==> config.mk <==
export PLATFORM = sky130hd
export DESIGN_NAME = lzpd_emit
export DESIGN_NICKNAME = d
export VERILOG_FILES = /design/src/design/lzpd_pkg.sv /design/src/design/lzpd_emit.sv
export SDC_FILE = /design/constraint.sdc
export NUM_CORES = 1
export LEC_CHECK = 0
export ABC_AREA = 1
export BUFFER_PORTS_ARGS = -buffer_cell sky130_fd_sc_hd__buf_2
export CORE_MARGIN = 5
export CORE_UTILIZATION = 50
export DETAILED_ROUTE_END_ITERATION = 7
export PLACE_DENSITY = 0.8
export SETUP_SLACK_MARGIN = 0.1
export SLEW_MARGIN = 20
export SYNTH_ARGS = -nofsm -noshare
export SYNTH_HDL_FRONTEND = slang
export SYNTH_SLANG_ARGS = --single-unit
==> constraint.sdc <==
create_clock -name clk_i -period 3.4 [get_ports clk_i]
set_input_delay 0 -clock clk_i [delete_from_list [all_inputs] [get_ports clk_i]]
set_output_delay 0 -clock clk_i [all_outputs]
set_load 0.05 [all_outputs]
==> src/design/lzpd_pkg.sv <==
// ----------------------------------------------------------------------------
// lzpd_pkg
// Shared types, constants and helpers for the LZ77 page decompressor.
// ----------------------------------------------------------------------------
`default_nettype none

package lzpd_pkg;

  // History window and derived address width.
  localparam int unsigned WINDOW_BYTES = 32768;
  localparam int unsigned HIST_AW      = $clog2(WINDOW_BYTES);

  // Field and counter widths.
  localparam int unsigned LIMIT_W = 20;
  localparam int unsigned COUNT_W = 21;
  localparam int unsigned LEN_W   = 24;
  localparam int unsigned DIST_W  = 16;

  localparam logic [LIMIT_W-1:0] LIMIT_RESET = 20'd29696;

  // Opcode and length constants of the stream format.
  localparam logic [7:0] OP_LONG_A   = 8'h10;
  localparam logic [7:0] OP_END      = 8'h11;
  localparam logic [7:0] OP_LONG_B   = 8'h20;
  localparam logic [7:0] OP_SHORT    = 8'h40;
  localparam logic [7:0] OP_BIAS_B   = 8'h1E;
  localparam logic [7:0] LITLEN_MAX  = 8'h0F;
  localparam logic [7:0] EXT_STEP    = 8'hFF;
  localparam logic [DIST_W-1:0] FAR_BIAS = 16'h3FFF;

  // Input commands.
  typedef enum logic [1:0] {
    CMD_FEED  = 2'd0,
    CMD_PULL  = 2'd1,
    CMD_START = 2'd2,
    CMD_NONE  = 2'd3
  } cmd_e;

  // Reported status.
  typedef enum logic [1:0] {
    ST_NEED  = 2'd0,
    ST_PEND  = 2'd1,
    ST_DONE  = 2'd2,
    ST_ERROR = 2'd3
  } status_e;

  // Parser phase, one-hot.
  typedef enum logic [11:0] {
    PH_START     = 12'b0000_0000_0001,
    PH_LITLEN    = 12'b0000_0000_0010,
    PH_LITEXT    = 12'b0000_0000_0100,
    PH_LIT       = 12'b0000_0000_1000,
    PH_OPCODE    = 12'b0000_0001_0000,
    PH_LONGLEN   = 12'b0000_0010_0000,
    PH_OFS1      = 12'b0000_0100_0000,
    PH_OFS2      = 12'b0000_1000_0000,
    PH_OFS_SHORT = 12'b0001_0000_0000,
    PH_MATCH     = 12'b0010_0000_0000,
    PH_DONE      = 12'b0100_0000_0000,
    PH_ERROR     = 12'b1000_0000_0000
  } phase_e;

  // Input transaction payload.
  typedef struct packed {
    logic [1:0] command;
    logic [7:0] in_byte;
    logic       in_last;
  } lzpd_in_t;

  // Output transaction payload.
  typedef struct packed {
    logic [7:0] out_byte;
    logic       out_valid;
    logic [1:0] status;
  } lzpd_out_t;

  // Work handed from the parser to the emit stage for one accepted item.
  typedef struct packed {
    logic               from_mem;
    logic               zero;
    logic               wr;
    logic [HIST_AW-1:0] wr_addr;
    logic [HIST_AW-1:0] rd_addr;
    logic [7:0]         lit;
    logic               out_valid;
    logic [1:0]         status;
  } lzpd_req_t;

  // Saturating add on a 24-bit length count.
  function automatic logic [LEN_W-1:0] sat_add(input logic [LEN_W-1:0] a,
                                               input logic [8:0] b);
    logic [LEN_W:0] s;
    s = {1'b0, a} + {{(LEN_W-8){1'b0}}, b};
    return s[LEN_W] ? {LEN_W{1'b1}} : s[LEN_W-1:0];
  endfunction

endpackage

`default_nettype wire

==> src/design/lzpd_emit.sv <==
// ----------------------------------------------------------------------------
// lzpd_emit
// Emit stage: takes the history read data, forwards a same-cycle write,
// writes the produced byte back and queues the result in a two-entry buffer.
// ----------------------------------------------------------------------------
`default_nettype none

module lzpd_emit (
  input  wire logic                            clk_i,
  input  wire logic                            rst_ni,
  input  wire logic                            req_valid_i,
  input  wire lzpd_pkg::lzpd_req_t             req_i,
  input  wire logic [7:0]                      rd_data_i,
  output logic                                 wr_en_o,
  output logic      [lzpd_pkg::HIST_AW-1:0]    wr_addr_o,
  output logic      [7:0]                      wr_data_o,
  output logic                                 in_ready_o,
  output logic                                 out_valid_o,
  input  wire logic                            out_ready_i,
  output lzpd_pkg::lzpd_out_t                  out_data_o
);
  import lzpd_pkg::*;

  logic               s1_vld_q;
  lzpd_req_t          s1_q;
  logic               fwd_vld_q;
  logic [HIST_AW-1:0] fwd_addr_q;
  logic [7:0]         fwd_data_q;
  lzpd_out_t          buf_q [2];
  logic               wr_ptr_q, rd_ptr_q;
  logic [1:0]         cnt_q, cnt_d;

  logic               fwd_hit;
  logic [7:0]         mem_byte;
  logic [7:0]         byte_val;
  lzpd_out_t          result;
  logic               push, pop;

  // Byte selection, with bypass of the write that landed with our read.
  assign fwd_hit  = fwd_vld_q && (fwd_addr_q == s1_q.rd_addr);
  assign mem_byte = fwd_hit ? fwd_data_q : rd_data_i;
  assign byte_val = s1_q.from_mem ? (s1_q.zero ? 8'd0 : mem_byte) : s1_q.lit;

  assign wr_en_o   = s1_vld_q && s1_q.wr;
  assign wr_addr_o = s1_q.wr_addr;
  assign wr_data_o = byte_val;

  assign result.out_byte  = s1_q.out_valid ? byte_val : 8'd0;
  assign result.out_valid = s1_q.out_valid;
  assign result.status    = s1_q.status;

  // Output buffer handshake. A new transaction is taken only if the buffer
  // keeps a free slot after this cycle, so its result can always be pushed.
  assign push        = s1_vld_q;
  assign out_valid_o = (cnt_q != 2'd0);
  assign pop         = out_valid_o && out_ready_i;
  assign out_data_o  = buf_q[rd_ptr_q];
  assign in_ready_o  = (cnt_d < 2'd2);

  always_comb begin
    cnt_d = cnt_q;
    if (push && !pop) begin
      cnt_d = cnt_q + 2'd1;
    end else if (!push && pop) begin
      cnt_d = cnt_q - 2'd1;
    end
  end

  // Stage and buffer control.
  always_ff @(posedge clk_i or negedge rst_ni) begin
    if (!rst_ni) begin
      s1_vld_q  <= 1'b0;
      fwd_vld_q <= 1'b0;
      wr_ptr_q  <= 1'b0;
      rd_ptr_q  <= 1'b0;
      cnt_q     <= '0;
    end else begin
      s1_vld_q  <= req_valid_i;
      fwd_vld_q <= wr_en_o;
      cnt_q     <= cnt_d;
      if (push) begin
        wr_ptr_q <= ~wr_ptr_q;
      end
      if (pop) begin
        rd_ptr_q <= ~rd_ptr_q;
      end
    end
  end

  // Stage and buffer payload.
  always_ff @(posedge clk_i) begin
    if (req_valid_i) begin
      s1_q <= req_i;
    end
    fwd_addr_q <= wr_addr_o;
    fwd_data_q <= wr_data_o;
    if (push) begin
      buf_q[wr_ptr_q] <= result;
    end
  end

  // The buffer never holds more than two results.
  a_cnt_max : assert property (@(posedge clk_i) disable iff (!rst_ni)
    cnt_q <= 2'd2)
    else $error("output buffer overfilled");

  // A result in the stage always finds a free buffer slot.
  a_room : assert property (@(posedge clk_i) disable iff (!rst_ni)
    s1_vld_q |-> (cnt_q < 2'd2 || pop))
    else $error("result arrived with no buffer room");

endmodule

`default_nettype wire

== Word level (Yosys, flattened, before mapping) ==
Memories as Yosys holds them, arrays and structs flattened.
Index checks and enable logic that the tools add are counted.
Storage, ports and cells
  bits in registers: 73
  RAM bits: 22
  input port bits: 56
  output and inout port bits: 37
  logic and storage cells: 38
  memories kept: 1
Operators by class
  add/sub/neg operators: 2
  order comparisons: 1
  eq/ne operators: 1
  multiplexer cells: 8
  bitwise logic cells: 2
  reductions and logical operators: 8
Memories
  buf_q: words 2, width 11, rd ports 1, clocked after Yosys merged registers in 0, wr ports 1, RTL line lzpd_emit.sv:29  | lzpd_out_t buf_q [2];
Operators by type and width (number)
  8-bit 2-to-1 mux: 4
  15-bit == test: 1
  1-bit logical AND: 5
  2-bit 2-to-1 mux: 2
  2-bit by 1-bit adder with 2-bit output (second input constant): 1
  1-bit zero test: 2
  2-bit < comparator (second input constant): 1
  1-bit 2-to-1 mux: 2
  1-bit inverter: 2
  2-bit nonzero test: 1
  2-bit by 1-bit subtractor with 2-bit output (second input constant): 1

== Logic depth before layout (Yosys ltp) ==
Gate-level depths: netlist of the first run.
  depth in word-level cells: 6
  depth in mapped cells: 11

== Least setup slack after synthesis of the first run ==
No wires, ideal clock.
  path kind: register to register
  from: register cnt_q[0]
  to: register cnt_q[1]
  library setup time: 0.178 ns
  data arrival time: 2.365 ns
  path slack: 0.857 ns
  cell stages (with the launch flop): 9
  period minus slack after synthesis: 2.543 ns
  path through: dfrtp_1 > inv_1 > ha_1 > inv_1 > nand2_1 > ha_1 > inv_1 > o21ai_0 > inv_1
On the way
  word-level cells in the longest chain between the ends: 5
  elaborated cells on any way between the ends: 9
RTL lines
  start: declaration: RTL line lzpd_emit.sv:31  | logic [1:0] cnt_q, cnt_d;
  start signal: assignment: RTL line lzpd_emit.sv:80  | cnt_q <= cnt_d;
  2-bit nonzero test *: RTL line lzpd_emit.sv:55  | assign out_valid_o = (cnt_q != 2'd0);
  via out_valid_o: RTL line lzpd_emit.sv:18  | output logic out_valid_o,
  1-bit logical AND *: RTL line lzpd_emit.sv:56  | assign pop = out_valid_o && out_ready_i;
  1-bit logical AND / 1-bit zero test (equally long branches): RTL line lzpd_emit.sv:64, lzpd_emit.sv:62
  2-bit 2-to-1 mux / 1-bit logical AND (equally long branches): RTL line lzpd_emit.sv:64, lzpd_emit.sv:62
  2-bit 2-to-1 mux *: RTL line lzpd_emit.sv:62  | if (push && !pop) begin
  via cnt_d[1]: RTL line lzpd_emit.sv:31
Mark *: on every way through the listed nets, which the timed path passes. The rest lies on a longest branch.
A chain may end at the register's enable or synchronous reset.

== Final worst setup path of the first run ==
  from: register cnt_q[0]
  to: output port in_ready_o
On the way
  word-level cells in the longest chain between the ends: 6
  elaborated cells on any way between the ends: 10
RTL lines
  2-bit nonzero test *: RTL line lzpd_emit.sv:55
  1-bit logical AND *: RTL line lzpd_emit.sv:56
  via pop: RTL line lzpd_emit.sv:37  | logic push, pop;
  1-bit logical AND / 1-bit zero test (equally long branches): RTL line lzpd_emit.sv:64, lzpd_emit.sv:62
  2-bit 2-to-1 mux / 1-bit logical AND (equally long branches): RTL line lzpd_emit.sv:64, lzpd_emit.sv:62
  2-bit 2-to-1 mux *: RTL line lzpd_emit.sv:62
  2-bit < comparator *: RTL line lzpd_emit.sv:58  | assign in_ready_o = (cnt_d < 2'd2);
  end: declaration: RTL line lzpd_emit.sv:17  | output logic in_ready_o,
Marked as above.

==> impl_metrics.env, run 1 <==
export IMPL_yosysTopAreaCell="edfxtp_1"
export IMPL_drtPass1Iterations=4
export IMPL_yosys_warnings=0
export IMPL_start_util_pct=51.07
export IMPL_drv_slew=0
export IMPL_final_hold_violation_count=0
export IMPL_status="finished, final reports clean"
export IMPL_power_density_nw_per_um2=629.0
export IMPL_grtUsageTotal_pct=16.27
export IMPL_finClkSkew_ns=0.01120
export IMPL_cts_hold_fix_buffers=47
export IMPL_root_buffer="clkbuf_8"
export IMPL_grt_pass1_wl_um=11240
export IMPL_period_minus_slack_ns=2.007
export IMPL_area_growth_pct=30.49
export IMPL_io_pin_count=93
export IMPL_timing_final_crit_share_pct=59.04
export IMPL_drive_gt1_share_pct=26.09
export IMPL_multiInputGateArea_um2=753.2
export IMPL_overflow=0
export IMPL_p_total_w=0.003008
export IMPL_synth_area_leaders="edfxtp_1 54%, dfxtp_1 13%, nand2_1 10%"
export IMPL_antenna_cells=0
export IMPL_finish_net_count=514
export IMPL_clk_path_buf_depth=2
export IMPL_cts_setup_buffers=0
export IMPL_hp_class="primary input to flop"
export IMPL_crit_path_max_fanout=3
export IMPL_cp_required_ns=3.40
export IMPL_yosys_top_cells_count="100 x nand2_1, 66 x edfxtp_1, 51 x inv_1"
export IMPL_rsz0062_at_grt="no"
export IMPL_cts_resized_gates=0
export IMPL_clkSlewWorstSetupHoldPaths_ns=0.09
export IMPL_slew_headroom_pct=33.99
export IMPL_power_leakage_nw=2.316
export IMPL_dieArea_um2=9141
export IMPL_fill_cells=557
export IMPL_ir_worst_vdd_mv=0.3453
export IMPL_synth_top_area_share_pct=54.08
export IMPL_core_area_um2=7176
export IMPL_avgRoutedWirePerCell_um=12.43
export IMPL_wl_um=6951
export IMPL_htreeDepth=3
export IMPL_critPathKind="flop to output pin"
export IMPL_seq_area_frac_synth_pct=70.74
export IMPL_async_flop_share_pct=6.316
export IMPL_hpwl_um=4799
export IMPL_row_count=31
export IMPL_timing_rr_end="buf_q[1][3]"
export IMPL_fmax_ghz=0.4981
export IMPL_routabilityCongestion=0.8121
export IMPL_die_h_um=95.61
export IMPL_reg2reg_slack_ns=1.80
export IMPL_drc=0
export IMPL_cp_endpoint="in_ready_o"
export IMPL_holdPathStages=5
export IMPL_yosysMostFrequentCell="nand2_1"
export IMPL_drtIter0Drc=75
export IMPL_synth_cell_types=21
export IMPL_synth_edf_count=66
export IMPL_worst_slew_pin_slew_ns=0.9901
export IMPL_netlist_instances=322
export IMPL_first_global_vias=2517
export IMPL_cts_tree="built"
export IMPL_ys_ff_latch=95
export IMPL_seqCellArea_um2=2592
export IMPL_cts_buffers=9
export IMPL_vias=2483
export IMPL_critPathLaunch="cnt_q[0]"
export IMPL_clk_insertion_delay_late_ns=0.34
export IMPL_postSynthAreaPerCell_um2=11.38
export IMPL_crit_path_start_kind="flop"
export IMPL_fin_tns_setup_ns=0
export IMPL_grt_max_degree=46
export IMPL_antenna_found_initial=0
export IMPL_end_kind="output pin"
export IMPL_clock_sinks=95
export IMPL_numPortBuffers=92
export IMPL_die_w_um=95.61
export IMPL_arrival_ns=2.01
export IMPL_r2r_start="s1_q[15]"
export IMPL_worstHoldStart="rd_data_i[6]"
export IMPL_syn_nets=381
export IMPL_ys_flop_type="edfxtp_1"
export IMPL_netlist_area_um2=3665
export IMPL_drtAntennaViolNets=0
export IMPL_setup_violations_final=0
export IMPL_reg2regPathDepth=9
export IMPL_post_drt_via_cell_ratio=4.442
export IMPL_drv_cap=0
-- how the worst min path moves through the flow --
stage / slack, ns / to
finish: 0.03 / fwd_data_q[6]
global route: 0.03 / fwd_data_q[6]
CTS: 0.007 / fwd_data_q[6]
detailed placement: -0.16 / rd_ptr_q
global placement: -0.17 / rd_ptr_q
floorplan: -0.30 / cnt_q[0]
-- metal layers --
layer  vias to the layer above  global-route usage, %  part of all wire, %
met4                         0                  6.043                  1.2
li1                       1268                      -                    -
met1                      1127                  18.50                   39
met5                         -                      0                    0
met2                        78                  29.30                   53
met3                        10                  4.104                  7.1
-- power by group --
group          switching, W  internal, W  total, W
logic              0.000625     0.000215  0.000839
clock network      0.000356     0.000339  0.000694
registers         0.0000729      0.00140   0.00147
-- stage by stage --
stage	hold WS [ns]	cells	cell area (um2)	worst slack [ns]	util [%]
5_1_grt	0.02639	559	4782	1.237	66.64
2_1_floorplan	-0.2956	322	3665	0.8568	-
4_1_cts	0.006928	559	4782	1.363	66.64
6_report	0.02599	559	4782	1.393	66.64
3_3_place_gp	-0.1717	496	4129	1.831	57.54
3_5_place_dp	-0.1649	496	4129	1.750	57.54
-- worst max-delay path, stage by stage (launching register included) --
cell and delay [ns]:
dfrtp_1 0.39, inv_1 0.07, ha_1 0.14, inv_1 0.05, nand2_1 0.11, inv_1 0.06
ha_1 0.20, o21ai_0 0.16, nand2_1 0.08, o21ai_0 0.11, buf_2 0.31
-- placed cells by master (no fill, tap or decap), drive strengths merged --
| cell | netlist | routed |
|---|---|---|
| nand3 | 16 | 16 |
| inv | 52 | 52 |
| o21ai | 5 | 5 |
| dfxtp | 23 | 23 |
| bufinv | 0 | 1 |
| a21oi | 8 | 8 |
| edfxtp | 66 | 66 |
| clkinvlp | 0 | 1 |
| dlygate4sd3 | 0 | 47 |
| clkbuf | 2 | 12 |
| buf | 15 | 92 |
| nand2 | 104 | 104 |
| nor2 | 19 | 19 |
| clkinv | 1 | 3 |
| dfrtp | 6 | 6 |
| xor2 | 2 | 2 |
| ha | 3 | 3 |
-- sequential cells by signal, indices dropped and copies added (netlist names) --
name	count
buf_q	22
cnt_q	2
fwd_addr_q	15
fwd_data_q	8
fwd_vld_q	1
push	1
rd_ptr_q	1
result	3
s1_q	26
wr_addr_o	15
wr_ptr_q	1
-- cell families (layout without fill, tap and decap cells) --
logic type,count (synthesis),in the layout,synth area share (%)
DFF,95,95,70.74
buffers and inverters,70,208,8.706
AOI/OAI and AO/OA,13,13,1.775
xor gates and xnor gates,2,2,0.4781
and+or+nand+nor,139,139,17.28
adders and majority gates,3,3,1.024
-- cell type report --
cell class	instances	area share (%)
Multi-Input combinational cell	157	15.75
Tap cell	99	2.590
Sequential cell	95	54.21
Inverter	53	4.160
Clock inverter	4	0.9942
Clock buffer	12	2.826
Timing Repair Buffer	139	19.47
Power figures use the tool's default switching activity.
==> run 2: changes to the inputs <==
Settings changed: CORE_UTILIZATION 50 to 47, PLACE_DENSITY 0.8 to 0.79.
Clock period 3.4 ns to 1.8 ns, I/O delays scaled along.
==> impl_metrics.env, run 2 (synthesis gave the netlist of run 1 again) <==
export IMPL_antenna_cells=0
export IMPL_power_clock_fraction_pct=24.7
export IMPL_critPathMaxStageDelay_ns=0.42
export IMPL_drtIter0Drc=82
export IMPL_dieArea_um2=9663
export IMPL_drv_slew=0
export IMPL_crit_path_max_fanout=9
export IMPL_hp_class="primary input to flop"
export IMPL_setup_violations_final=8
export IMPL_top_register="s1_q"
export IMPL_power_leakage_nw=2.399
export IMPL_grtUsageTotal_pct=15.68
export IMPL_fmax_ghz=0.5419
export IMPL_core_area_um2=7647
export IMPL_clock_sinks=95
export IMPL_largest_register_ffs=26
export IMPL_drc=0
export IMPL_worst_slew_pin_slew_ns=0.4170
export IMPL_fill_cells=592
export IMPL_post_drt_via_cell_ratio=4.443
export IMPL_violations="negative setup slack"
export IMPL_status="finished with violations"
export IMPL_internal_power_w=0.004068
export IMPL_drv_cap=0
export IMPL_start_util_pct=47.92
export IMPL_wl_um=7474
export IMPL_rsz0062_at_grt="yes"
export IMPL_power_frac_comb_pct=30.3
export IMPL_cp_required_ns=1.80
export IMPL_area_growth_pct=40.32
export IMPL_switching_share_pct=34.31
export IMPL_p_seq_share_pct=45.0
export IMPL_antenna_found_initial=0
export IMPL_ir_worst_vdd_mv=0.6116
export IMPL_vias=2537
export IMPL_htreeDepth=3
export IMPL_root_buffer="clkbuf_8"
export IMPL_clk_insertion_delay_late_ns=0.35
export IMPL_crit_path_start_kind="flop"
export IMPL_crit_slowest_cell="edfxtp_1"
export IMPL_dp_slack_ns=0.1877
export IMPL_drtPass1Iterations=4
export IMPL_hpwl_um=4880
export IMPL_power_density_nw_per_um2=1204
export IMPL_end_kind="output pin"
export IMPL_grt_pass1_wl_um=12010
export IMPL_cts_buffers=9
export IMPL_clk_path_buf_depth=2
export IMPL_layout_common_cells="85 x nand2_1, 83 x buf_2, 66 x edfxtp_1, 48 x dlygate4sd3_1, 47 x inv_1"
export IMPL_finish_net_count=523
export IMPL_row_count=32
export IMPL_hold_ws_ns=0.007870
export IMPL_drtAntennaViolNets=0
export IMPL_critPathKind="flop to output pin"
export IMPL_die_w_um=98.30
export IMPL_io_pin_count=93
export IMPL_p_sw_w=0.002125
export IMPL_period_minus_slack_ns=1.845
export IMPL_clkSlewWorstSetupHoldPaths_ns=0.09
export IMPL_grt_max_degree=37
export IMPL_routabilityCongestion=0.9234
export IMPL_first_global_vias=2567
export IMPL_layout_commonest_cell="nand2_1"
export IMPL_setup_slack_ns=-0.04550
export IMPL_overflow=0
export IMPL_cts_tree="built"
export IMPL_die_h_um=98.30
export IMPL_drive_gt1_share_pct=34.12
export IMPL_largestRegisters="s1_q: 26 flops, buf_q: 22 flops"
export IMPL_finClkSkew_ns=0.01126
export IMPL_arrival_ns=1.85
export IMPL_slew_headroom_pct=72.17
export IMPL_final_hold_violation_count=0
export IMPL_timing_final_crit_share_pct=102.5
export IMPL_cp_cell_sequence="nor2_1 > nor2_1 > nor2_1 > nand2_2 > nor2_8 > nand2_8 > nand2_2 > nand3_2 > nand2_2 > buf_8"
export IMPL_avgRoutedWirePerCell_um=13.09
export IMPL_numPortBuffers=92
run 2: cell count changes in the layout (fill, tap and decap cells not counted), moves of 4 or more:
cell | before | now
buf_2 | 92 | 83
buf_4 | 0 | 6
buf_8 | 0 | 8
inv_1 | 51 | 47
nand2_1 | 100 | 85
nand2_2 | 3 | 16
nand3_1 | 12 | 8
nand3_2 | 4 | 8
run 2: final timing paths:
check / startpoint / to / slack [ns] / cells past startpoint
max: s1_q[23] / wr_data_o[5] / -0.05 / 10
min: rd_data_i[2] / fwd_data_q[2] / 0.008 / 5
max reg2reg: s1_q[23] / buf_q[0][8] / 0.11 / 10
min reg2reg: wr_addr_o[12] / fwd_addr_q[12] / 0.36 / 0
max in group asynchronous: rst_ni / push / 0.50 / 4
min in group asynchronous: rst_ni / wr_ptr_q / 0.52 / 3
run 2: worst max-delay path: cells and delay by family, from the launching register on:
family	cells	cell delay, ns
buffers and inverters	1	0.15
flip-flops	1	0.42
AND/OR/NAND/NOR	9	0.91
run 2: timing repair:
action | in CTS | in global routing
gates resized for setup | 35 | 21
hold endpoints to repair | 51 | 0
cloned | 1 | 0
pin swaps | 8 | 9
hold buffers | 48 | 0
buffers inserted | 3 | 2
endpoints found under the setup margin | 9 | 32
run 2: power by group through the flow:
| stage | registers (W) | clock network [W] | logic [W] |
|---|---|---|---|
| final | 0.00279 | 0.00153 | 0.00188 |
| after floorplan | 0.00277 | 0 | 0.00128 |
| after global routing | 0.00282 | 0.00164 | 0.00201 |
| after detailed placement | 0.00283 | 0 | 0.00160 |
| after CTS | 0.00278 | 0.00156 | 0.00184 |
| after global placement | 0.00282 | 0 | 0.00157 |
run 2: per-layer routing:
metal,vias up,global-route usage (%),part of all wire (%)
met1,1164,18.00,40
met5,-,0,0
met3,9,3.286,4.6
li1,1286,-,-
met2,78,28.55,54
met4,0,5.882,1.2
run 2: final cells by class:
class                           count  area (um2)  area share, %
Timing Repair Buffer              147        1092          21.24
Multi-Input combinational cell    158       899.6          17.49
Inverter                           53       206.4          4.015
Sequential cell                    95        2594          50.44
Tap cell                          102       127.6          2.482
Clock buffer                       11       141.4          2.749
Clock inverter                      5       81.33          1.582
run 2: stage by stage:
stage                     instance area [um2]  setup TNS, ns  total power (W)  utilization (%)  cells
after floorplan                          3697              0         0.004057                -    322
after global placement                   4193              0         0.004390            54.83    501
after detailed placement                 4193              0         0.004431            54.83    501
after CTS                                5045        -0.3509         0.006182            65.97    569
after global routing                     5142         -1.379         0.006477            67.24    571
final                                    5142        -0.2698         0.006193            67.24    571
