### src/design/lzpd_pkg.sv
// ----------------------------------------------------------------------------
// lzpd_pkg
// Shared types, constants and helpers for the LZ77 page decompressor.
// ----------------------------------------------------------------------------
`default_nettype none

package lzpd_pkg;

  // History window and derived address width.
  localparam int unsigned WINDOW_BYTES = 32768;
  localparam int unsigned HIST_AW      = $clog2(WINDOW_BYTES);

  // Field and counter widths.
  localparam int unsigned LIMIT_W = 20;
  localparam int unsigned COUNT_W = 21;
  localparam int unsigned LEN_W   = 24;
  localparam int unsigned DIST_W  = 16;

  localparam logic [LIMIT_W-1:0] LIMIT_RESET = 20'd29696;

  // Opcode and length constants of the stream format.
  localparam logic [7:0] OP_LONG_A   = 8'h10;
  localparam logic [7:0] OP_END      = 8'h11;
  localparam logic [7:0] OP_LONG_B   = 8'h20;
  localparam logic [7:0] OP_SHORT    = 8'h40;
  localparam logic [7:0] OP_BIAS_B   = 8'h1E;
  localparam logic [7:0] LITLEN_MAX  = 8'h0F;
  localparam logic [7:0] EXT_STEP    = 8'hFF;
  localparam logic [DIST_W-1:0] FAR_BIAS = 16'h3FFF;

  // Input commands.
  typedef enum logic [1:0] {
    CMD_FEED  = 2'd0,
    CMD_PULL  = 2'd1,
    CMD_START = 2'd2,
    CMD_NONE  = 2'd3
  } cmd_e;

  // Reported status.
  typedef enum logic [1:0] {
    ST_NEED  = 2'd0,
    ST_PEND  = 2'd1,
    ST_DONE  = 2'd2,
    ST_ERROR = 2'd3
  } status_e;

  // Parser phase, one-hot.
  typedef enum logic [11:0] {
    PH_START     = 12'b0000_0000_0001,
    PH_LITLEN    = 12'b0000_0000_0010,
    PH_LITEXT    = 12'b0000_0000_0100,
    PH_LIT       = 12'b0000_0000_1000,
    PH_OPCODE    = 12'b0000_0001_0000,
    PH_LONGLEN   = 12'b0000_0010_0000,
    PH_OFS1      = 12'b0000_0100_0000,
    PH_OFS2      = 12'b0000_1000_0000,
    PH_OFS_SHORT = 12'b0001_0000_0000,
    PH_MATCH     = 12'b0010_0000_0000,
    PH_DONE      = 12'b0100_0000_0000,
    PH_ERROR     = 12'b1000_0000_0000
  } phase_e;

  // Input transaction payload.
  typedef struct packed {
    logic [1:0] command;
    logic [7:0] in_byte;
    logic       in_last;
  } lzpd_in_t;

  // Output transaction payload.
  typedef struct packed {
    logic [7:0] out_byte;
    logic       out_valid;
    logic [1:0] status;
  } lzpd_out_t;

  // Work handed from the parser to the emit stage for one accepted item.
  typedef struct packed {
    logic               from_mem;
    logic               zero;
    logic               wr;
    logic [HIST_AW-1:0] wr_addr;
    logic [HIST_AW-1:0] rd_addr;
    logic [7:0]         lit;
    logic               out_valid;
    logic [1:0]         status;
  } lzpd_req_t;

  // Saturating add on a 24-bit length count.
  function automatic logic [LEN_W-1:0] sat_add(input logic [LEN_W-1:0] a,
                                               input logic [8:0] b);
    logic [LEN_W:0] s;
    s = {1'b0, a} + {{(LEN_W-8){1'b0}}, b};
    return s[LEN_W] ? {LEN_W{1'b1}} : s[LEN_W-1:0];
  endfunction

endpackage

`default_nettype wire

### src/design/lzpd_parse.sv
// ----------------------------------------------------------------------------
// lzpd_parse
// Stream parser: holds the page state, decodes each accepted transaction and
// issues the history read and the work for the emit stage.
// ----------------------------------------------------------------------------
`default_nettype none

module lzpd_parse (
  input  wire logic                              clk_i,
  input  wire logic                              rst_ni,
  input  wire logic                              cfg_we_i,
  input  wire logic [lzpd_pkg::LIMIT_W-1:0]      cfg_data_i,
  input  wire logic                              in_valid_i,
  input  wire logic                              in_ready_i,
  input  wire lzpd_pkg::lzpd_in_t                in_data_i,
  output logic      [lzpd_pkg::HIST_AW-1:0]      rd_addr_o,
  output logic                                   req_valid_o,
  output lzpd_pkg::lzpd_req_t                    req_o
);
  import lzpd_pkg::*;

  logic [LIMIT_W-1:0] limit_q;
  phase_e             phase_q, phase_d;
  logic [COUNT_W-1:0] count_q, count_d;
  logic [7:0]         opcode_q, opcode_d;
  logic [7:0]         ofs1_q, ofs1_d;
  logic [LEN_W-1:0]   mrem_q, mrem_d;
  logic [DIST_W-1:0]  dist_q, dist_d;
  logic [LEN_W-1:0]   lrem_q, lrem_d;

  logic               accept;
  logic [7:0]         b;
  phase_e             op_phase;
  logic [LEN_W-1:0]   op_mrem;
  logic [COUNT_W-1:0] limit_ext;
  logic [COUNT_W-1:0] room;
  logic [LEN_W-1:0]   mrem_clip;
  logic [DIST_W-1:0]  off_long;
  logic [DIST_W-1:0]  off_short;
  logic [HIST_AW-1:0] rd_addr;
  phase_e             after_phase;

  assign accept      = in_valid_i && in_ready_i;
  assign b           = in_data_i.in_byte;
  assign req_valid_o = accept;

  // Opcode decode: next phase and initial match length.
  always_comb begin
    op_phase = PH_ERROR;
    op_mrem  = mrem_q;
    if (b == OP_END) begin
      op_phase = PH_DONE;
    end else if (b < OP_LONG_A) begin
      op_phase = PH_ERROR;
    end else if (b == OP_LONG_A) begin
      op_phase = PH_LONGLEN;
      op_mrem  = 24'd9;
    end else if (b < OP_LONG_B) begin
      op_phase = PH_OFS1;
      op_mrem  = {20'd0, b[3:0]} + 24'd2;
    end else if (b == OP_LONG_B) begin
      op_phase = PH_LONGLEN;
      op_mrem  = 24'h21;
    end else if (b < OP_SHORT) begin
      op_phase = PH_OFS1;
      op_mrem  = {16'd0, b} - {16'd0, OP_BIAS_B};
    end else begin
      op_phase = PH_OFS_SHORT;
      op_mrem  = {20'd0, b[7:4]} - 24'd1;
    end
  end

  // Room left under the limit, match clipping and offsets.
  assign limit_ext = {1'b0, limit_q};
  assign room      = (limit_ext > count_q) ? (limit_ext - count_q) : '0;
  assign mrem_clip = (mrem_q > {{(LEN_W-COUNT_W){1'b0}}, room})
                   ? {{(LEN_W-COUNT_W){1'b0}}, room} : mrem_q;
  assign off_long  = {2'b00, b, ofs1_q[7:2]}
                   + ((opcode_q < OP_LONG_B) ? FAR_BIAS : '0);
  assign off_short = {6'd0, b, opcode_q[3:2]};
  assign rd_addr   = count_q[HIST_AW-1:0] - dist_q[HIST_AW-1:0];
  assign after_phase = (lrem_q != '0) ? PH_LIT : PH_LITLEN;
  assign rd_addr_o = rd_addr;

  // Next page state and the work for the emit stage.
  always_comb begin
    phase_d  = phase_q;
    count_d  = count_q;
    opcode_d = opcode_q;
    ofs1_d   = ofs1_q;
    mrem_d   = mrem_q;
    dist_d   = dist_q;
    lrem_d   = lrem_q;
    req_o           = '0;
    req_o.wr_addr   = count_q[HIST_AW-1:0];
    req_o.rd_addr   = rd_addr;
    if (accept) begin
      case (in_data_i.command)
        CMD_START: begin
          phase_d  = PH_START;
          count_d  = '0;
          opcode_d = '0;
          ofs1_d   = '0;
          mrem_d   = '0;
          dist_d   = '0;
          lrem_d   = '0;
        end
        CMD_FEED: begin
          if (phase_q == PH_MATCH || phase_q == PH_DONE || phase_q == PH_ERROR) begin
            // Byte is dropped.
          end else if (phase_q == PH_START && in_data_i.in_last) begin
            phase_d = PH_ERROR;
          end else begin
            unique case (phase_q)
              PH_START, PH_LITLEN: begin
                if (b > LITLEN_MAX) begin
                  lrem_d   = '0;
                  opcode_d = b;
                  phase_d  = op_phase;
                  mrem_d   = op_mrem;
                end else if (b == 8'd0) begin
                  lrem_d  = {16'd0, LITLEN_MAX};
                  phase_d = PH_LITEXT;
                end else begin
                  lrem_d  = {16'd0, b} + 24'd3;
                  phase_d = PH_LIT;
                end
              end
              PH_LITEXT: begin
                if (b == 8'd0) begin
                  lrem_d = sat_add(lrem_q, {1'b0, EXT_STEP});
                end else begin
                  lrem_d  = sat_add(lrem_q, {1'b0, b} + 9'd3);
                  phase_d = PH_LIT;
                end
              end
              PH_LIT: begin
                lrem_d = lrem_q - 24'd1;
                if (lrem_q == 24'd1) begin
                  phase_d = PH_OPCODE;
                end
                if (count_q < limit_ext) begin
                  req_o.wr        = 1'b1;
                  req_o.lit       = b;
                  req_o.out_valid = 1'b1;
                  count_d         = count_q + 21'd1;
                end
              end
              PH_OPCODE: begin
                opcode_d = b;
                phase_d  = op_phase;
                mrem_d   = op_mrem;
              end
              PH_LONGLEN: begin
                if (b == 8'd0) begin
                  mrem_d = sat_add(mrem_q, {1'b0, EXT_STEP});
                end else begin
                  mrem_d  = sat_add(mrem_q, {1'b0, b});
                  phase_d = PH_OFS1;
                end
              end
              PH_OFS1: begin
                ofs1_d  = b;
                phase_d = PH_OFS2;
              end
              PH_OFS2, PH_OFS_SHORT: begin
                // Start a back-reference, clipped to the room left.
                if (phase_q == PH_OFS2) begin
                  dist_d = off_long + 16'd1;
                  lrem_d = {22'd0, ofs1_q[1:0]};
                end else begin
                  dist_d = off_short + 16'd1;
                  lrem_d = {22'd0, opcode_q[1:0]};
                end
                mrem_d = mrem_clip;
                if (mrem_clip != '0) begin
                  phase_d = PH_MATCH;
                end else if (lrem_d != '0) begin
                  phase_d = PH_LIT;
                end else begin
                  phase_d = PH_LITLEN;
                end
              end
              default: begin
              end
            endcase
            // A last byte other than the end opcode is an error.
            if (in_data_i.in_last && phase_d != PH_DONE) begin
              phase_d         = PH_ERROR;
              req_o.out_valid = 1'b0;
              req_o.lit       = '0;
            end
          end
        end
        CMD_PULL: begin
          if (phase_q == PH_MATCH) begin
            req_o.from_mem  = 1'b1;
            req_o.zero      = {{(COUNT_W-DIST_W){1'b0}}, dist_q} > count_q;
            req_o.wr        = 1'b1;
            req_o.out_valid = 1'b1;
            count_d         = count_q + 21'd1;
            mrem_d          = mrem_q - 24'd1;
            if (mrem_q == 24'd1) begin
              phase_d = after_phase;
            end
          end
        end
        default: begin
        end
      endcase
    end
    // Status after the step.
    if (phase_d == PH_DONE) begin
      req_o.status = ST_DONE;
    end else if (phase_d == PH_ERROR) begin
      req_o.status = ST_ERROR;
    end else if (phase_d == PH_MATCH) begin
      req_o.status = ST_PEND;
    end else begin
      req_o.status = ST_NEED;
    end
  end

  // Output limit register.
  always_ff @(posedge clk_i or negedge rst_ni) begin
    if (!rst_ni) begin
      limit_q <= LIMIT_RESET;
    end else if (cfg_we_i) begin
      limit_q <= cfg_data_i;
    end
  end

  // Page state registers.
  always_ff @(posedge clk_i or negedge rst_ni) begin
    if (!rst_ni) begin
      phase_q  <= PH_START;
      count_q  <= '0;
      opcode_q <= '0;
      ofs1_q   <= '0;
      mrem_q   <= '0;
      dist_q   <= '0;
      lrem_q   <= '0;
    end else begin
      phase_q  <= phase_d;
      count_q  <= count_d;
      opcode_q <= opcode_d;
      ofs1_q   <= ofs1_d;
      mrem_q   <= mrem_d;
      dist_q   <= dist_d;
      lrem_q   <= lrem_d;
    end
  end

  // A pending match always has bytes left and a nonzero distance.
  a_match_len : assert property (@(posedge clk_i) disable iff (!rst_ni)
    (phase_q == PH_MATCH) |-> (mrem_q != '0 && dist_q != '0))
    else $error("match pending with no length or distance");

  // Starting a page clears the output count.
  a_start_clear : assert property (@(posedge clk_i) disable iff (!rst_ni)
    (accept && in_data_i.command == CMD_START) |=> (count_q == '0 && phase_q == PH_START))
    else $error("page start did not clear the state");

endmodule

`default_nettype wire

### config.mk
export PLATFORM = sky130hd
export DESIGN_NAME = lzpd_parse
export DESIGN_NICKNAME = d
export VERILOG_FILES = /design/src/design/lzpd_pkg.sv /design/src/design/lzpd_parse.sv
export SDC_FILE = /design/constraint.sdc
export NUM_CORES = 1
export LEC_CHECK = 0
export BUFFER_PORTS_ARGS = -buffer_cell sky130_fd_sc_hd__clkbuf_2
export CAP_MARGIN = 20
export CELL_PAD_IN_SITES_DETAIL_PLACEMENT = 1
export CELL_PAD_IN_SITES_GLOBAL_PLACEMENT = 1
export CORE_UTILIZATION = 50
export CTS_CLUSTER_DIAMETER = 120
export DETAILED_ROUTE_END_ITERATION = 10
export PLACE_DENSITY = 0.95
export SLEW_MARGIN = 40
export SYNTH_ARGS = -nofsm -noshare
export SYNTH_HDL_FRONTEND = slang
export SYNTH_SLANG_ARGS = --single-unit
### constraint.sdc
create_clock -name clk_i -period 17.3 [get_ports clk_i]
set_input_delay 4.325 -clock clk_i [delete_from_list [all_inputs] [get_ports clk_i]]
set_output_delay 4.325 -clock clk_i [all_outputs]
set_load 0.005 [all_outputs]
# After elaboration in Yosys (flattened, before gate mapping)

Cells that the tools add are included.

Add/sub/neg operators: 17
$lt $le $gt $ge: 9
Equality and inequality tests: 34
Muxes and demuxes: 99
Reduce and logical (&&, ||, !) cells: 20

Operators by type and width:

| operator              | count |
|---|---|
| $mux 24               | 24 |
| $mux 12               | 16 |
| $pmux 24 s4           | 2 |
| $mux 21               | 6 |
| $mux 9                | 12 |
| $pmux 12 s7           | 1 |
| $pmux 24 s3           | 1 |
| $reduce_bool 24->1    | 3 |
| $mux 16               | 4 |
| $pmux 21 s3           | 1 |
| $mux 8                | 7 |
| $add 24x8->25 const B | 2 |
| $eq 24x1->1 const B   | 2 |
| $pmux 24 s2           | 1 |
| $pmux 8 s2            | 3 |
| $sub 24x1->24 const B | 2 |
| $pmux 12 s3           | 1 |
| $pmux 16 s2           | 1 |
| $add 24x8->25         | 1 |
| $add 24x9->25         | 1 |
| $eq 12x10->1 const B  | 2 |
| $eq 12x11->1 const B  | 2 |
| $eq 12x12->1 const B  | 2 |
| $gt 24x21->1          | 1 |
| other kinds (53)      | 81 |

Bits in registers: 133
Logic and storage cells: 187

# Longest topological paths before layout

Gate-level depths: netlist (run 1).

Word-level depth: 26
Gate-level depth with buffers: 28

# Least setup slack after synthesis (run 1)

No wires, ideal clock.

Path kind: input-to-output
Start: input in_data_i[6] (netlist name)
End: output req_o[1] (netlist name)
Arrival time: 7196 ps
Path slack: 5779 ps
Stages on the path: 14
Buffers on the path: 2
Path through: clkbuf_1 > inv_1 > ha_1 > or3b_2 > clkbuf_1 > nor2_1 > nor3_1 > o221a_2 > a21oi_2 > or2b_4 > o2bb2ai_2 > or4_4 > a21oi_2 > nor3b_2

RTL lines:

| element     | line             | text |
|---|---|---|
| from (decl) | lzpd_parse.sv:15 | `input wire lzpd_pkg::lzpd_in_t in_data_i,` |
| to (decl)   | lzpd_parse.sv:18 | `output lzpd_pkg::lzpd_req_t req_o` |

==> results of run 1 <==
==> worst max path at each step <==
| stage | startpoint | to | slack (ns) |
|---|---|---|---|
| 3_3_place_gp | in_data_i[6] | req_o[1] | 5.18 |
| 2_1_floorplan | in_data_i[6] | req_o[1] | 5.78 |
| 5_1_grt | in_data_i[5] | req_o[1] | 4.89 |
| 4_1_cts | in_data_i[6] | req_o[1] | 5.07 |
| 6_report | in_data_i[5] | req_o[1] | 5.05 |
| 3_5_place_dp | in_data_i[6] | req_o[1] | 5.08 |
==> cell usage after synthesis, drive strengths merged (8+ instances only) <==
cell / number / share of area
o31ai: 13 / 0.0067
mux2: 19 / 0.015
o22ai: 9 / 0.0039
a31oi: 31 / 0.013
a21oi: 144 / 0.050
o211ai: 15 / 0.0077
nand2b: 18 / 0.0077
or3: 25 / 0.011
nor4: 36 / 0.017
nor2: 140 / 0.036
nor3: 44 / 0.015
xnor2: 60 / 0.036
nand2: 202 / 0.052
and3: 33 / 0.014
buf: 52 / 0.025
nor3b: 10 / 0.0058
o21a: 15 / 0.0077
a21boi: 8 / 0.0041
dfrtp: 126 / 0.22
nor2b: 21 / 0.0090
or4: 12 / 0.0067
a21o: 42 / 0.022
o21ai: 171 / 0.060
xor2: 48 / 0.029
ha: 123 / 0.11
nand3: 88 / 0.030
a221o: 8 / 0.0055
nand4: 49 / 0.021
a32o: 10 / 0.0069
inv: 93 / 0.024
a221oi: 15 / 0.0090
a211oi: 13 / 0.0067
and2: 19 / 0.0082
a22o: 14 / 0.0084
clkbuf: 92 / 0.024
o221ai: 14 / 0.0084
==> layer usage <==
| metal | global-route usage | vias to the layer above | part of all wire |
|---|---|---|---|
| met2 | 0.660 | 849 | 0.49 |
| li1 | - | 7050 | - |
| met3 | 0.0708 | 274 | 0.069 |
| met1 | 0.448 | 7941 | 0.38 |
| met5 | 0 | - | 0 |
| met4 | 0.249 | 0 | 0.060 |
==> power breakdown <==
part	leakage [nW]	internal, W	switching, W
Sequential	1.73	0.000340	0.0000770
Combinational	4.76	0.000315	0.000553
Clock	0.284	0.000216	0.000176
Total	6.78	0.000870	0.000806
==> critical path, delay by kind of cell <==
| kind | cells | cell delay [ns] |
|---|---|---|
| simple gates | 6 | 1.78 |
| buf+inv | 3 | 0.69 |
| compound gates | 4 | 0.80 |
| fa+ha+maj | 1 | 0.31 |
==> stage by stage <==
stage / cell area, um^2 / cells / hold WS, ns / utilization
after floorplan: 14600 / 1932 / 0.454 / -
after global placement: 15000 / 2284 / 0.477 / 0.521
after detailed placement: 15000 / 2284 / 0.515 / 0.522
after CTS: 15600 / 2316 / 0.530 / 0.543
after global routing: 15600 / 2316 / 0.541 / 0.544
final: 15600 / 2317 / 0.522 / 0.545
==> layout make-up <==
cell class / count / area, um^2
fill: 3607 / 13100
sequential: 131 / 3280
clock buffer: 17 / 425
multi-input combinational: 1564 / 10300
timing repair buffer: 112 / 612
inverter: 93 / 349
tap: 384 / 480
antenna: 1 / 2.50
clock inverter: 15 / 169
==> sequential cells by signal, summed over array words and instances (netlist names) <==
| name | count |
|---|---|
| dist_q | 15 |
| lrem_q | 24 |
| limit_q | 20 |
| mrem_q | 24 |
| opcode_q | 7 |
| ofs1_q | 8 |
| phase_q | 12 |
| count_q | 21 |
==> placed cells by master (no fill, tap or decap), drive strengths merged, types with 18 or more instances in the layout <==
cell	synthesis	final
ha	123	123
inv	93	101
o21ai	171	171
nor4	36	36
nand2	202	202
xnor2	60	60
nand2b	18	18
and2	19	19
nor2b	21	21
dfrtp	126	126
xor2	48	48
or3	25	25
nand3	88	88
a21o	42	42
nor2	140	140
a21oi	144	144
mux2	19	19
clkbuf	92	111
buf	52	18
and3	33	33
a31oi	31	31
nor3	44	44
nand4	49	49
==> logic make-up (layout without fill, tap and decap cells) <==
group / Yosys count / after routing
compound gates: 589 / 589
xor+xnor: 108 / 108
fa+ha+maj: 128 / 128
buf+inv: 237 / 237
flops: 131 / 131
mux: 22 / 22
other cells: 0 / 1
simple gates: 717 / 717
==> summary.md, run 1 <==
| Metric | Value |
|---|---|
| CTS clock-pin slew for the worst setup and hold paths | 0.07 ns |
| Core Rows | 62 |
| Crit start category | input pin |
| WHS Endpoint | ofs1_q[1] |
| Gr ovfl total | 0 |
| Yosys Warn Count | 0 |
| Largest net degree at the start of global routing | 85 |
| Post-Syn Area | 14600 um^2 |
| Initial antenna violation count | 0 |
| Slew headroom | 0.422 |
| Static Leak | 6.78 nW |
| Layout Nets | 2083 |
| Top FF cell, synth | dfrtp_1 |
| RR Startpoint | count_q[3] |
| R2r setup slk | 10.41 ns |
| Mapped Nets | 2096 |
| CTS tree | yes |
| Area of the die | 29800 um^2 |
| Max frequency | 0.0816 GHz |
| Detailed Route Iter0 Violations | 1558 |
| Die H | 173 um |
| WL per Instance | 25.2 um |
| Synth Area in Simple Gates | 0.246 |
| Die W | 173 um |
| Hold WC Path Type | reg -> reg |
| Routability congestion estimate | 0.936 |
| Root Driver | clkbuf_16 |
| Layout area overhead | 7.29% |
| Largest family of logic cells by synthesized area | compound AO/OA/AOI/OAI gates |
| Pre-CTS setup slack | 5.08 ns |
| Clock Path Buffers | 2 |
| Top-level I/O count | 96 |
| H-tree depth | 4 |
| Netlist cell types | 89 |
| Insertion delay to the later sink of the worst-skew pair | 0.47 ns |
| Compound-Gate Fraction of Synth Area | 0.262 |
| Crit end category | output port |
| Final period util | 0.708 |
| Initial Util | 0.507 |
| Maximum VDD drop | 0.0900 mV |
| Asr flop ratio synth | 1.00 |
| Post-route worst setup slack | 5.05 ns |
| Post-route ant nets | 0 |
| Port Buffers | 95 |
| Mux cell area share after synthesis | 0.0167 |
| Status | finished clean |
| Mean Syn Cell Area | 7.54 um^2 |
| Reg2Reg Depth | 19 |
| Largest stage delay, worst path | 0.55 ns |
| RSZ-0062 raised after global routing | no |
| Final Max Tran Viols | 0 |
| Minimum clock period | 12.25 ns |
| Setup-failing EPs final | 0 |
| Fin. Hold Viols | 0 |
| Worst hold path cell count | 1 |
| Gr usage total | 0.388 |
| Core area | 28700 um^2 |
| Clk_skew | 0.0158 ns |
| Post-route setup TNS | 0 ns |
| Share of layout cells above drive strength 1 | 0.114 |
| Resized cells post-CTS | 0 |
| Drt via density | 6.95 |
| Sink Count | 131 |
| Post-CTS Repair Setup Buffers | 0 |
| Worst Path Max Fanout | 16 |
| Pre-antenna DRT Iters | 5 |
| Max Cap Viol | 0 |
| Routed via count | 16100 |
| Setup CP Type | in -> out |
| CTS Hold Bufs | 0 |
| First-pass GRT wire length | 92500 um |
| Worst path slowest cell | or3b_2 |
| Total Wirelength | 58500 um |
| Xor/xnor share of the synthesized area | 0.0649 |
| Post-DP HPWL | 42100 um |
| Pwr Total | 0.00168 W |
| Synth Area in Adders | 0.113 |
| Cell count after synthesis | 1932 |
| Sequential-to-total area share from yosys stat | 0.225 |
| Total CTS buffers | 17 |
| Worst-Margin Slew | 0.864 ns |
| Yosys reg bits | 131 |
| Post-synth EDFFs | 0 |
| Drt drc | 0 |
| Number of global-route vias before repair | 17000 |
| Worst R2R End | phase_q[1] |
| Crit path DAT | 7.92 ns |
| Pwr/cell area | 107 nW/um^2 |
| Worst Hold Launch | ofs1_q[1] |
| CP Cell Sequence | clkbuf_2, inv_1, ha_1, or3b_2, nor2_1, nor3_1, o221a_2, a21oi_2, or2b_4, o2bb2ai_2, or4_4, a21oi_2, nor3b_2, clkbuf_2 |
| CP Data Required Time | 12.98 ns |
Note: power is estimated with default switching activity, not from simulation.
==> run 2: changes to the inputs <==
Settings changed: ABC_AREA set to 1, CORE_UTILIZATION 50 to 45, PLACE_DENSITY 0.95 to 0.93.
Clock period 17.3 ns to 12.4 ns, I/O delays scaled along.
==> summary.md, run 2 <==
| Metric | Value |
|---|---|
| Status | finished clean |
| Setup-failing EPs final | 0 (unchanged) |
| Final Max Tran Viols | 0 (unchanged) |
| Gr ovfl total | 0 (unchanged) |
| Die W | 185 um (+7.0%) |
| Yosys Warn Count | 0 (unchanged) |
| Routability congestion estimate | 0.971 (+3.7%) |
| Routed via count | 17300 (+7.3%) |
| Static Leak | 8.02 nW (+18%) |
| Critical path buffer and inverter count | 4 (+1) |
| Share of the synthesized area in the top cell type | 0.210 (-0.00670) |
| Max Cap Viol | 0 (unchanged) |
| Fin. Hold Viols | 0 (unchanged) |
| Number of global-route vias before repair | 18300 (+7.3%) |
| Die H | 185 um (+7.0%) |
| Drt via density | 6.16 (-11%) |
| Pwr/cell area | 151 nW/um^2 (+41%) |
| Sink Count | 131 (unchanged) |
| Worst path slowest cell | dfrtp_1 |
| WL per Instance | 22.1 um (-13%) |
| Biggest regs | lrem_q: 24 flops, mrem_q: 24 flops, count_q: 21 flops |
| Post-route ant nets | 0 (unchanged) |
| Root Driver | clkbuf_16 |
| Initial antenna violation count | 1 (+1) |
| Most Frequent Cell on Critical Path | nand2_1 |
| Netlist cell types | 61 (-31%) |
| Asr flop ratio synth | 1.00 (unchanged) |
| Hold WC Path Type | reg -> reg |
| Post-route setup TNS | 0 ns (unchanged) |
| Drt drc | 0 (unchanged) |
| Resized cells post-CTS | 0 (unchanged) |
| Top FF cell, synth | dfrtp_1 |
| Hold_ws | 0.492 ns (-0.0299 ns) |
| Core Rows | 66 (+6.5%) |
| Clk_skew | 0.0278 ns (+0.0120 ns) |
| Crit start category | register |
| First-pass GRT wire length | 98500 um (+6.5%) |
| Largest net degree at the start of global routing | 75 (-12%) |
| Clock Path Buffers | 2 (unchanged) |
| Detailed Route Iter0 Violations | 1659 (+6.5%) |
| Slew headroom | 0.427 (+0.00504) |
| Post-CTS Repair Setup Buffers | 0 (unchanged) |
| RSZ-0062 raised after global routing | no |
| Initial Util | 0.460 (-0.0478) |
| Core area | 32700 um^2 (+14%) |
| Post-synth EDFFs | 0 (unchanged) |
| Area contributors post-synth | dfrtp_1 (21%), nand2_1 (14%), ha_1 (10%) |
| Top-level I/O count | 96 (unchanged) |
| Mapped Nets | 2485 (+19%) |
| Worst Hold Launch | ofs1_q[0] |
| CTS Hold Bufs | 0 (unchanged) |
| Minimum clock period | 9.77 ns |
| Most frequent cells in the layout | nand2_1 (566), inv_1 (319), nor2_1 (220) |
| Diode count | 0 (-1) |
| Crit path DAT | 6.67 ns (-1.25 ns) |
| Cells after DPL | 2776 (+22%) |
| Cell count after synthesis | 2321 (+20%) |
| CP Data Required Time | 9.30 ns (-3.68 ns) |
| Insertion delay to the later sink of the worst-skew pair | 0.49 ns (+0.02 ns) |
| Worst-Margin Slew | 0.858 ns (-0.00644 ns) |
| Post-Syn Area | 15000 um^2 (+3.2%) |
| Finished Layout Cells | 2808 (+21%) |
| Total CTS buffers | 17 (unchanged) |
| Final period util | 0.788 |
| Worst Path Max Fanout | 21 (+5) |
| Share of layout cells above drive strength 1 | 0.101 (-0.0124) |
| Pre-antenna DRT Iters | 5 (unchanged) |
| Port Buffers | 95 (unchanged) |
| Largest stage delay, worst path | 0.45 ns (-0.10 ns) |
| Layout area overhead | 8.43% |
| Mean Syn Cell Area | 6.48 um^2 (-14%) |
| Most frequent cell after synthesis | nand2_1 |
| Area of the die | 34100 um^2 (+14%) |
| Setup CP Type | reg -> out |
| Layout Nets | 2517 (+21%) |
| Yosys reg bits | 131 (unchanged) |
| Cell type with the highest aggregate area in the netlist | dfrtp_1 |
| Maximum VDD drop | 0.125 mV (+39%) |
| Total Wirelength | 61900 um (+5.9%) |
| CTS tree | yes |
| Most common cell after layout, fill and taps aside | nand2_1 |
| Gr usage total | 0.372 (-0.0151) |
| Post-DP HPWL | 45700 um (+8.5%) |
| Max frequency | 0.102 GHz |
| Cell family with most CP delay | simple AND/OR/NAND/NOR gates |
| H-tree depth | 4 (unchanged) |
| Post-synth top cells | nand2_1 (566), inv_1 (319), nor2_1 (222) |
| Origin of the worst setup path | count_q[8] |
| Crit end category | output port |
| Sequential-to-total area share from yosys stat | 0.218 (-0.00698) |
| RR Startpoint | count_q[8] |
| CTS clock-pin slew for the worst setup and hold paths | 0.08 ns (about the same) |
run 2: area by class of cell:
cell class	instances	area (um^2)
fillers	4460	16400
clock inverters	14	201
well taps	442	553
multi-input cells	1770	10000
inverters	327	1230
flip-flops and latches	131	3280
repair buffers	106	568
clock buffers	18	429
run 2: power by group:
part / leakage (nW) / total, W / internal (W) / switching (W)
sequential: 1.71 / 0.000571 / 0.000480 / 0.0000915
combinational: 6.00 / 0.00131 / 0.000437 / 0.000869
clock: 0.302 / 0.000588 / 0.000340 / 0.000248
run 2: layer usage:
layer | up-vias | share of wire | global-route usage
met2 | 815 | 0.48 | 0.618
li1 | 7714 | - | -
met3 | 282 | 0.072 | 0.0751
met5 | - | 0.00021 | 0
met1 | 8475 | 0.40 | 0.441
met4 | 2 | 0.056 | 0.230
run 2: worst paths after layout:
| kind | end | slack (ns) | cells after the start |
|---|---|---|---|
| min reg2reg | ofs1_q[0] | 0.49 | 2 |
| max reg2reg | phase_q[11] | 6.56 | 34 |
| min | ofs1_q[0] | 0.49 | 2 |
| max in group asynchronous | lrem_q[1] | 8.59 | 2 |
| max | req_o[1] | 2.63 | 40 |
| min in group asynchronous | count_q[18] | 2.62 | 1 |
run 2: kinds of logic (layout without fill, tap and decap cells):
logic type / Yosys count / count (layout) / synth area share
muxes: 19 / 19 / 0.0142
and+or+nand+nor: 1076 / 1076 / 0.311
DFF: 131 / 131 / 0.218
adders and majority gates: 128 / 128 / 0.109
AOI/OAI and AO/OA: 456 / 456 / 0.179
xor gates and xnor gates: 91 / 91 / 0.0530
buffers and inverters: 420 / 465 / 0.116
run 2: worst reg2reg max path, delay by kind of cell (launching register included):
family / cells / cell delay (ns)
and+or+nand+nor: 29 / 3.91
adders and majority gates: 2 / 0.74
DFF: 1 / 0.45
AOI/OAI and AO/OA: 1 / 0.13
buffers and inverters: 2 / 0.46
run 2: metrics by stage:
stage / area [um^2] / utilization / total power, W / setup WS, ns
6_report: 16300 / 0.498 / 0.00246 / 2.63
5_1_grt: 16300 / 0.498 / 0.00260 / 2.04
4_1_cts: 16300 / 0.498 / 0.00242 / 2.75
3_5_place_dp: 15700 / 0.479 / 0.00181 / 3.00
3_3_place_gp: 15600 / 0.478 / 0.00171 / 3.16
2_1_floorplan: 15000 / - / 0.00143 / 4.00
